==> config.mk <==
export PLATFORM = sky130hd
export DESIGN_NAME = rmq_sqrt_cell
export DESIGN_NICKNAME = d
export VERILOG_FILES = /design/src/rtl/rmq_pkg.sv /design/src/rtl/rmq_sqrt_cell.sv
export SDC_FILE = /design/constraint.sdc
export NUM_CORES = 1
export LEC_CHECK = 0
export ABC_AREA = 1
export BUFFER_PORTS_ARGS = -buffer_cell sky130_fd_sc_hd__clkbuf_2
export CORE_UTILIZATION = 38
export CTS_CLUSTER_SIZE = 12
export DETAILED_ROUTE_END_ITERATION = 7
export PLACE_DENSITY = 0.71
export SETUP_SLACK_MARGIN = 0.05
export SYNTH_ARGS = -nofsm -noshare
export SYNTH_HDL_FRONTEND = slang
export SYNTH_SLANG_ARGS = --single-unit
==> constraint.sdc <==
create_clock -name clk -period 1.8 [get_ports clk]
set_input_delay 0.36 -clock clk [delete_from_list [all_inputs] [get_ports clk]]
set_output_delay 0.36 -clock clk [all_outputs]
set_load 0.1 [all_outputs]
==> src/rtl/rmq_pkg.sv <==
// package: shared types and constants for the rotation matrix to quaternion unit
`timescale 1ns / 1ps
package rmq_pkg;
  localparam int unsigned FRAC = 16;
  localparam int unsigned DW = 18;
  // argument width: A in [ONE, ONE + 3*2^(DW-1)]
  localparam int unsigned AW = DW + 3;
  // radicand A << FRAC
  localparam int unsigned SW = AW + FRAC;
  // root width
  localparam int unsigned RW = (SW + 1) / 2;
  // numerator magnitude |d| << FRAC
  localparam int unsigned NW = DW + 1 + FRAC;
  // quotient width
  localparam int unsigned QW = NW;
  // number of root cells, one result bit each
  localparam int unsigned NSQ = RW;
  // number of divide cells, one quotient bit each
  localparam int unsigned NDV = QW;

  typedef enum logic [1:0] {
    BIG_X = 2'd0,
    BIG_Y = 2'd1,
    BIG_Z = 2'd2,
    BIG_W = 2'd3
  } big_t;

  // item carried along the root chain
  typedef struct packed {
    big_t big;
    logic signed [DW:0] d0;
    logic signed [DW:0] d1;
    logic signed [DW:0] d2;
  } side_t;

  // divide chain lane state
  typedef struct packed {
    logic neg;
    logic [NW-1:0] num;
    logic [RW+1:0] rem;
    logic [QW-1:0] quo;
  } dlane_t;

  function automatic logic signed [DW-1:0] sat(input logic signed [QW+1:0] v);
    logic signed [QW+1:0] mx;
    logic signed [QW+1:0] mn;
    mx = (QW+2)'((64'sd1 <<< (DW - 1)) - 64'sd1);
    mn = -(QW+2)'(64'sd1 <<< (DW - 1));
    if (v > mx) return mx[DW-1:0];
    if (v < mn) return mn[DW-1:0];
    return v[DW-1:0];
  endfunction
endpackage

==> src/rtl/rmq_sqrt_cell.sv <==
// module: one restoring square root step per cell, registered
`timescale 1ns / 1ps
module rmq_sqrt_cell import rmq_pkg::*; #(
  parameter int unsigned STEP = 0
) (
  input  logic clk,
  input  logic rst,
  input  logic en,
  input  logic vld_in,
  input  logic [SW-1:0] rad_in,
  input  logic [RW+1:0] rem_in,
  input  logic [RW-1:0] root_in,
  input  side_t side_in,
  output logic vld_out,
  output logic [SW-1:0] rad_out,
  output logic [RW+1:0] rem_out,
  output logic [RW-1:0] root_out,
  output side_t side_out
);
  localparam int unsigned POS = 2 * (RW - 1 - STEP);
  logic [2*RW-1:0] radx;
  logic [1:0] pair;
  logic [RW+1:0] trial_rem;
  logic [RW+1:0] trial;
  logic fits;

  always_comb begin
    // radicand padded to whole bit pairs
    radx = (2*RW)'(rad_in);
    pair = radx[POS+1 -: 2];
    trial_rem = {rem_in[RW-1:0], pair};
    trial = {root_in, 2'b01};
    fits = trial_rem >= trial;
  end

  always_ff @(posedge clk) begin
    if (rst) vld_out <= 1'b0;
    else if (en) vld_out <= vld_in;
    if (en) begin
      rad_out <= rad_in;
      side_out <= side_in;
      rem_out <= fits ? trial_rem - trial : trial_rem;
      root_out <= {root_in[RW-2:0], fits};
    end
  end
endmodule

==> run summary <==
### Cells and area
- fin area: 8612 um2
- commonest non-fill, non-tap cells in the layout: clkbuf_2 (273), edfxtp_1 (136), nand2_1 (132)
- Total Nets Final: 974
- most frequent standard cell in the layout excluding fill and tap cells: clkbuf_2
- fin cells: 1010
- antenna fix cells: 0
- Area growth, synth to finish: 51.64%
- fraction of final layout cells sized beyond drive strength 1: 48.79%
- final standard cell utilization of the core: 59.25%

### Timing
- Final Hold Fails: 0
- Final Cycle Share: 90.71%
- minimum setup slack in the final design: 0.1673 ns
- post-layout min period: 1.633 ns
- worst-margin pin slew: 0.5937 ns
- Worst Clk Skew: 0 ns
- RSZ-0062 raised after global routing: true
- final-report max-slew violation count: 0
- highest attainable clock frequency: 612.5 MHz
- Rel. slew slack: 60.59%
- final setup violation count: 0

### Floorplan
- placeable core region: 14530 um2
- number of standard-cell rows in the floorplan: 44
- Die Footprint: 15440 um2
- Ports: 277
- die outline width: 124.3 um
- starting density of the core: 39.08%
- height of the die: 124.3 um

### Synthesis
- number of warning messages in the yosys log: 0
- flip-flop and latch count after synthesis: 137
- syn nets: 619
- Syn Inst Count: 459
- mapped cell area: 5679 um2
- Cell variety after synth: 24
- post-synthesis average cell area: 12.37 um2
- share of the yosys chip area belonging to registers: 72.26%

### Power and ir drop
- Max VDD drop: 0.6076 mV
- areal power density over the cells: 1256 nW/um2
- leakage dissipation: 4.129 nW

### Placed design
- area after detailed placement: 7993 um2
- DP Cell Count: 979
- Setup WS pre-CTS: -0.4089 ns
- port buffer count: 274
- HPWL after detailed placement: 12.49 mm
- RD Place Congestion: 0.8926

### Clocking
- Sinks on Clock Net: 137
- Post-CTS Hold Fix Bufs: 0
- clock-pin slew on the worst setup and hold paths: 0.06 ns
- TritonCTS clock tree: done
- number of H-tree levels: 4
- buffer levels on the longest clock path: 2
- number of buffers inserted during clock tree synthesis: 17
- clock latency on the worst-skew pair: 0.40 ns
- clk root buf: clkbuf_16
- Post CTS Setup Buffer Count: 0

### Critical path
- category of the most critical setup path: in2reg
- type of element launching the critical path: primary input
- highest fanout seen on the critical path: 3
- crit path DAT: 1.80 ns
- type of element capturing the critical path: flip-flop
- Crit path required time: 1.96 ns

### Run status
- outcome: completed

### Route
- router iterations before antenna repair: 7
- vias per cell: 4.562
- Starting DRT DRC Count: 203
- routed wire length: 15.55 mm
- detailed-route wire length per cell: 15.39 um
- DR vias: 4608
- remaining antenna violation count: 0
- DRC errors left: 0

### Worst hold path
- kind of path behind the tightest hold check: in2reg

### GRT
- aggregate global routing overflow: 0
- wire length of the first global-routing pass: 23.78 mm
- pin count of the biggest net entering global routing: 41
- Overall Global Routing Usage: 20.39%
- initial antenna violation count: 0
- via count of the first global-routing pass: 4523

### Flow run
- max-capacitance violation count: 0

-- path summary, 6_finish.rpt --
| kind | start | slack, ns | depth (start not counted) | endpoint |
|---|---|---|---|---|
| setup / recovery | root_in[2] | 0.17 | 14 | rem_out[18] |
| hold reg to reg | vld_out | 0.50 | 2 | vld_out |
| hold / removal | rst | 0.11 | 2 | vld_out |
| setup reg to reg | vld_out | 1.22 | 2 | vld_out |
-- sequential cells by signal, summed over array words and instances (netlist names) --
signal and count:
root_out 19, vld_out 1, rad_out 37, rem_out 21, side_out 59
-- cell families (layout without fill, tap and decap cells) --
| kind of cell | count (synthesis) | count (layout) | synth area share (%) |
|---|---|---|---|
| flops | 137 | 137 | 72.26 |
| buf+inv | 69 | 436 | 4.869 |
| simple gates | 195 | 195 | 14.14 |
| xor+xnor | 9 | 9 | 1.388 |
| fa+ha+maj | 20 | 20 | 4.538 |
| compound gates | 28 | 28 | 2.622 |
| mux | 1 | 1 | 0.1763 |
-- where the power goes --
part | leakage (nW) | switching, W | internal [W]
sequential | 1.34 | 0.0000747 | 0.00384
combinational | 2.50 | 0.00266 | 0.000649
clock | 0.290 | 0.00138 | 0.00221
-- cell usage after synthesis, drive strengths merged --
master,n,share of area [%]
nand2,138,9.1
a21oi,15,1.4
fa,1,0.35
nand3b,5,0.66
xnor2,9,1.4
and2,1,0.11
edfxtp,136,72
inv,65,4.3
nor3,2,0.26
buf,4,0.57
dfxtp,1,0.35
mux2i,1,0.18
nand3,26,2.4
o21bai,2,0.26
o21ai,11,0.97
ha,19,4.2
nor2,22,1.5
nand4,1,0.11
-- per-layer routing --
layer  GRT usage [%]  up-vias  part of all wire (%)
li1                -     2269                     -
met1           22.36     2159                    39
met2           38.51      159                    54
met3           5.069       21                   5.0
met4           5.670        0                   1.3
met5               0        -                     0
-- metrics by stage --
stage	hold slack [ns]	TNS, ns	power [W]
2_1_floorplan	0.4324	-0.2630	0.006503
3_3_place_gp	0.4826	-6.125	0.007259
3_5_place_dp	0.4917	-6.843	0.007301
4_1_cts	0.08519	0	0.01092
5_1_grt	0.08821	0	0.01118
6_report	0.1063	0	0.01082
-- final cells by class --
cell class / instances / area [um2]
tap: 184 / 230.2
multi-input combinational: 253 / 1480
inverter: 65 / 264.0
timing repair buffer: 340 / 1923
clock buffer: 17 / 425.4
fill: 1220 / 5922
sequential: 137 / 4104
clock inverter: 14 / 185.2
-- timing repair --
item | in CTS | in global routing
gates cloned | 0 | 0
setup endpoints to repair | 4 | 3
resized for setup | 1 | 2
-- worst max-delay path, cell delays in order --
cell	delay, ns
clkbuf_2	0.10
inv_1	0.04
ha_1	0.30
buf_4	0.15
nand2_1	0.10
inv_1	0.07
nand2_1	0.07
nand2_1	0.05
nand2_1	0.05
nand3_1	0.13
nand2_1	0.14
nand3_1	0.07
nand3_1	0.10
nand2_1	0.06
Note: power is estimated with default switching activity, not from simulation.
