[src/rtl/rmq_pkg.sv]
// package: shared types and constants for the rotation matrix to quaternion unit
`timescale 1ns / 1ps
package rmq_pkg;
  localparam int unsigned FRAC = 16;
  localparam int unsigned DW = 18;
  // argument width: A in [ONE, ONE + 3*2^(DW-1)]
  localparam int unsigned AW = DW + 3;
  // radicand A << FRAC
  localparam int unsigned SW = AW + FRAC;
  // root width
  localparam int unsigned RW = (SW + 1) / 2;
  // numerator magnitude |d| << FRAC
  localparam int unsigned NW = DW + 1 + FRAC;
  // quotient width
  localparam int unsigned QW = NW;
  // number of root cells, one result bit each
  localparam int unsigned NSQ = RW;
  // number of divide cells, one quotient bit each
  localparam int unsigned NDV = QW;

  typedef enum logic [1:0] {
    BIG_X = 2'd0,
    BIG_Y = 2'd1,
    BIG_Z = 2'd2,
    BIG_W = 2'd3
  } big_t;

  // item carried along the root chain
  typedef struct packed {
    big_t big;
    logic signed [DW:0] d0;
    logic signed [DW:0] d1;
    logic signed [DW:0] d2;
  } side_t;

  // divide chain lane state
  typedef struct packed {
    logic neg;
    logic [NW-1:0] num;
    logic [RW+1:0] rem;
    logic [QW-1:0] quo;
  } dlane_t;

  function automatic logic signed [DW-1:0] sat(input logic signed [QW+1:0] v);
    logic signed [QW+1:0] mx;
    logic signed [QW+1:0] mn;
    mx = (QW+2)'((64'sd1 <<< (DW - 1)) - 64'sd1);
    mn = -(QW+2)'(64'sd1 <<< (DW - 1));
    if (v > mx) return mx[DW-1:0];
    if (v < mn) return mn[DW-1:0];
    return v[DW-1:0];
  endfunction
endpackage

[src/rtl/rmq_div_cell.sv]
// module: one restoring divide step per cell for three lanes, registered
`timescale 1ns / 1ps
module rmq_div_cell import rmq_pkg::*; #(
  parameter int unsigned STEP = 0
) (
  input  logic clk,
  input  logic rst,
  input  logic en,
  input  logic vld_in,
  input  logic [RW:0] den_in,
  input  logic [RW-1:0] root_in,
  input  big_t big_in,
  input  dlane_t lane_in [3],
  output logic vld_out,
  output logic [RW:0] den_out,
  output logic [RW-1:0] root_out,
  output big_t big_out,
  output dlane_t lane_out [3]
);
  localparam int unsigned POS = NW - 1 - STEP;
  logic [RW+1:0] sh [3];
  logic ge [3];

  always_comb begin
    for (int i = 0; i < 3; i++) begin
      sh[i] = {lane_in[i].rem[RW:0], lane_in[i].num[POS]};
      ge[i] = sh[i] >= {1'b0, den_in};
    end
  end

  always_ff @(posedge clk) begin
    if (rst) vld_out <= 1'b0;
    else if (en) vld_out <= vld_in;
    if (en) begin
      den_out <= den_in;
      root_out <= root_in;
      big_out <= big_in;
      for (int i = 0; i < 3; i++) begin
        lane_out[i].neg <= lane_in[i].neg;
        lane_out[i].num <= lane_in[i].num;
        lane_out[i].rem <= ge[i] ? sh[i] - {1'b0, den_in} : sh[i];
        lane_out[i].quo <= {lane_in[i].quo[QW-2:0], ge[i]};
      end
    end
  end
endmodule

[config.mk]
export PLATFORM = sky130hd
export DESIGN_NAME = rmq_div_cell
export DESIGN_NICKNAME = d
export VERILOG_FILES = /design/src/rtl/rmq_pkg.sv /design/src/rtl/rmq_div_cell.sv
export SDC_FILE = /design/constraint.sdc
export NUM_CORES = 1
export LEC_CHECK = 0
export BUFFER_PORTS_ARGS = -buffer_cell sky130_fd_sc_hd__buf_2
export CORE_AREA = 5 5 247 249
export CTS_BUF_LIST = sky130_fd_sc_hd__clkbuf_4 sky130_fd_sc_hd__clkbuf_8 sky130_fd_sc_hd__clkbuf_16
export DETAILED_ROUTE_END_ITERATION = 6
export DIE_AREA = 0 0 252 254
export HOLD_SLACK_MARGIN = 0.12
export PLACE_DENSITY = 0.56
export SYNTH_ARGS = -nofsm -noshare
export SYNTH_HDL_FRONTEND = slang
export SYNTH_SLANG_ARGS = --single-unit
[constraint.sdc]
create_clock -name clk -period 2.3 [get_ports clk]
set_input_delay 0.23 -clock clk [delete_from_list [all_inputs] [get_ports clk]]
set_output_delay 0.23 -clock clk [all_outputs]
set_load 0.01 [all_outputs]
==> out/results.md <==
| Parameter | Reported |
|---|---|
| Worst hold slack across all endpoints | 0.176 ns |
| Worst reg-to-reg setup slack | 1.18 ns |
| FILL cells | 5499 |
| Synth warn | 0 |
| Comb power frac | 21.7% |
| Number of design-rule violations left by the first detailed-router iteration | 798 |
| Half-perimeter wire length of the detailed placement result | 55400 um |
| Total power density per cell area | 721 nW/um^2 |
| Leakage power figure | 10.6 nW |
| Final Skew | 0 ns |
| DR WL/cell | 23.7 um |
| Footprint of the flip-flops and latches | 9540 um^2 |
| Fmax achieved | 450 MHz |
| Placed Cells | 2530 |
| Clock network power share | 37.1% |
| Number of antenna violations at the first check in global routing | 21 |
| Post-layout net count | 2498 |
| Mapped Nets | 1297 |
| Peak fanout along the critical path | 3 |
| Placeable core region | 58500 um^2 |
| Reg clk slew, reported paths | 0.06 ns |
| Standard-cell rows | 89 |
| TritonCTS clock tree | yes |
| Post-route DRC | 0 |
| Deepest clock path buffer count | 3 |
| Critical Path End | lane_out[50] |
| Per-instance average area after synthesis | 15.0 um^2 |
| Worst rel slew slack | 69.1% |
| Final worst-path cycle share | 96.6% |
| Max_cap viols | 0 |
| Post-synth ARST share | 0% |
| Total global-route track usage | 20.5% |
| Number of routed nets with antenna violations | 0 |
| CTS H-Tree Depth | 2 |
| Setup violators final | 0 |
| Clock tree sinks | 318 |
| Post-Route Setup TNS | 0 ns |
| Final WL | 69500 um |
| Hold Fails Final Rpt | 0 |
| Top cells by area, synth | sky130_fd_sc_hd__edfxtp_1, sky130_fd_sc_hd__ha_1, sky130_fd_sc_hd__o21ai_0 |
| Shortest period the worst path allows | 2.22 ns |
| Number of vias per cell | 4.41 |
| Die outline height | 254 um |
| Worst path required time | 2.61 ns |
| Number of primary I/O pins | 639 |
| Fraction of layout cells with a size suffix above 1 | 47.0% |
| Width of the die | 252 um |
| Initial core utilization | 23.5% |
| Area share of the largest cell type after synthesis | 69.4% |
| Outcome | completed |
| Area growth from synthesis to layout | 77.5% |
| DR pass1 iterations | 4 |
| Worst Setup Start Kind | input pin |
| Post-synthesis cell type with the largest combined area | sky130_fd_sc_hd__edfxtp_1 |
| Power dissipated by switching net loads | 4.82 mW |
| Worst R2R Start | vld_out |
| Global placement routability congestion | 0.973 |
| Maximum vdd ir drop | 617 uV |
| Unrepaired setup endpoints after global routing | false |
| Fin cells | 2926 |
| Classification of the worst setup path | in2reg |
| Via count of the first global-routing pass | 13600 |
| Arrival @ worst endpoint | 2.53 ns |
| Number of synthesized flops with an enable pin | 317 |
| Netlist area before placement | 13700 um^2 |
| Total Die Area | 64000 um^2 |
| Actual transition at the worst max-transition pin | 0.460 ns |
| Global route overflow | 0 |
| Synth cell types | 69 |
| Buffers added on ports | 632 |
| Post-synthesis cell count | 913 |
| R2R depth | 3 |
| Vias after detailed routing | 12900 |
| Internal power component | 12.7 mW |
| Share of power burned in registers | 41.2% |
| Worst Hold Class | in2reg |
| Final Worst Setup Slack | 0.0773 ns |
| First-pass GRT wire length | 95500 um |
| Portion of the post-synthesis area used by sequential elements | 69.5% |
| Area occupied by multi-input gates | 4150 um^2 |
| CTS Root Cell | sky130_fd_sc_hd__clkbuf_16 |
| Endpoint type of the worst setup path | register |
| Switching share of total power | 27.5% |
| Maximum number of pins on one net before global-route repair | 72 |
| Reg2reg end | vld_out |
| Beginning of the critical path | lane_in[43] |
| Final Max Slew Viols | 0 |
| Clock latency on the worst-skew pair | 0.56 ns |
| Most instantiated flip-flop cell in the synthesis netlist | sky130_fd_sc_hd__edfxtp_1 |
| Count of state elements after synthesis | 318 |
| Inserted Clock Buffers | 40 |
| Setup WS pre-CTS | -0.605 ns |
[timing repair]
action,in CTS,in global routing
hold endpoints to repair,342,0
resized for setup,1,16
endpoints found under the setup margin,5,47
hold buffers,314,0
buffers inserted,0,1
pin swaps,0,5
[layout make-up]
cell class | instances | share of cell area (%)
flip-flops and latches | 318 | 39.2
repair buffers | 1177 | 33.5
multi-input cells | 538 | 17.1
clock buffers | 47 | 4.40
well taps | 773 | 3.97
clock inverters | 26 | 1.15
inverters | 39 | 0.652
diodes | 8 | 0.0822
[stage by stage]
stage | utilization (%) | area [um^2] | power (mW)
final | 41.7 | 24400 | 17.6
after global routing | 41.6 | 24300 | 18.3
after CTS | 41.5 | 24300 | 17.8
after detailed placement | 33.8 | 19800 | 10.7
after global placement | 33.8 | 19800 | 10.7
after floorplan | - | 13900 | 8.70
[placed cells by master (no fill, tap or decap), drive strengths merged, types with 7 or more instances in the layout]
cell type      n
nor3          21
nor4           7
nand2         49
clkinvlp       8
mux2          31
clkinv        13
inv           40
a21o          15
buf          863
nor2          46
o21a          19
mux2i          8
o31ai          9
nand3         24
nand2b         8
a31oi          7
a211o          7
xnor2         26
a211oi        10
nor2b          8
o21ai         54
clkbuf        47
dlygate4sd3  314
edfxtp       317
a21oi         49
nand4          7
xor2          15
ha            60
diode          8
[worst max-delay path: stages]
cell and delay (ns):
sky130_fd_sc_hd__dlygate4sd3_1 0.62, sky130_fd_sc_hd__buf_2 0.17, sky130_fd_sc_hd__ha_1 0.31, sky130_fd_sc_hd__nand3_1 0.14, sky130_fd_sc_hd__a2111o_1 0.42, sky130_fd_sc_hd__a21oi_2 0.24
sky130_fd_sc_hd__a31oi_1 0.13, sky130_fd_sc_hd__xor2_1 0.17, sky130_fd_sc_hd__o21ai_0 0.09
[power by group through the flow]
stage	Combinational, mW	Clock, mW	Sequential (mW)
2_1_floorplan	1.10	0	7.60
3_3_place_gp	3.31	0	7.35
3_5_place_dp	3.34	0	7.34
4_1_cts	3.83	6.71	7.24
5_1_grt	4.09	6.92	7.28
6_report	3.80	6.52	7.24
[state kept, by name, indices dropped and copies added (netlist names)]
name and count:
den_out 20, root_out 19, lane_out 276, vld_out 1
big_out 2
[synth_stat cells (all sizes together), types with 2 or more instances]
cell and n:
and3 2, mux2 31, inv 39, nor4 7, buf 11, edfxtp 317, a2111oi 3, nand4 7
mux2i 8, nand2b 8, xnor2 26, clkbuf 7, o211ai 6, a21oi 49, nor2b 8, a221oi 2
or4 3, nand3 24, nor2 46, o31a 2, o2111ai 2, o31ai 9, and2 3, ha 60
or3 5, o311ai 4, or2 2, a211oi 10, a311oi 2, a21o 15, fa 3, xor2 15
nand2 49, nor3 21, a31oi 7, o21ai 54, a21boi 3, a211o 7, o21a 19, o21bai 4
[metal layers]
layer	up-vias	global-route usage [%]	routed length, um	share of wire (%)
met5	-	0	137	0.20
met4	20	8.50	3110	4.5
met3	114	5.11	5000	7.2
met2	518	37.0	35700	51
met1	6276	23.1	25600	37
li1	5963	-	-	-
[worst min path at each step]
stage,cells after the start,from,to,slack [ns]
finish,4,lane_in[182],lane_out[127],0.18
global route,4,lane_in[182],lane_out[127],0.17
CTS,4,lane_in[182],lane_out[127],0.14
detailed placement,2,rst,vld_out,0.41
global placement,2,rst,vld_out,0.40
floorplan,1,rst,vld_out,0.30
[cell families after synthesis]
kind of cell,count (synthesis),synth area share (%)
XOR/XNOR,41,2.62
buffers and inverters,57,1.88
AO/OA/AOI/OAI,207,9.90
multiplexers,39,3.51
AND/OR/NAND/NOR,188,6.68
adder cells (fa/ha/maj),63,5.91
flip-flops,318,69.5
(Power assumes the default switching activity.)
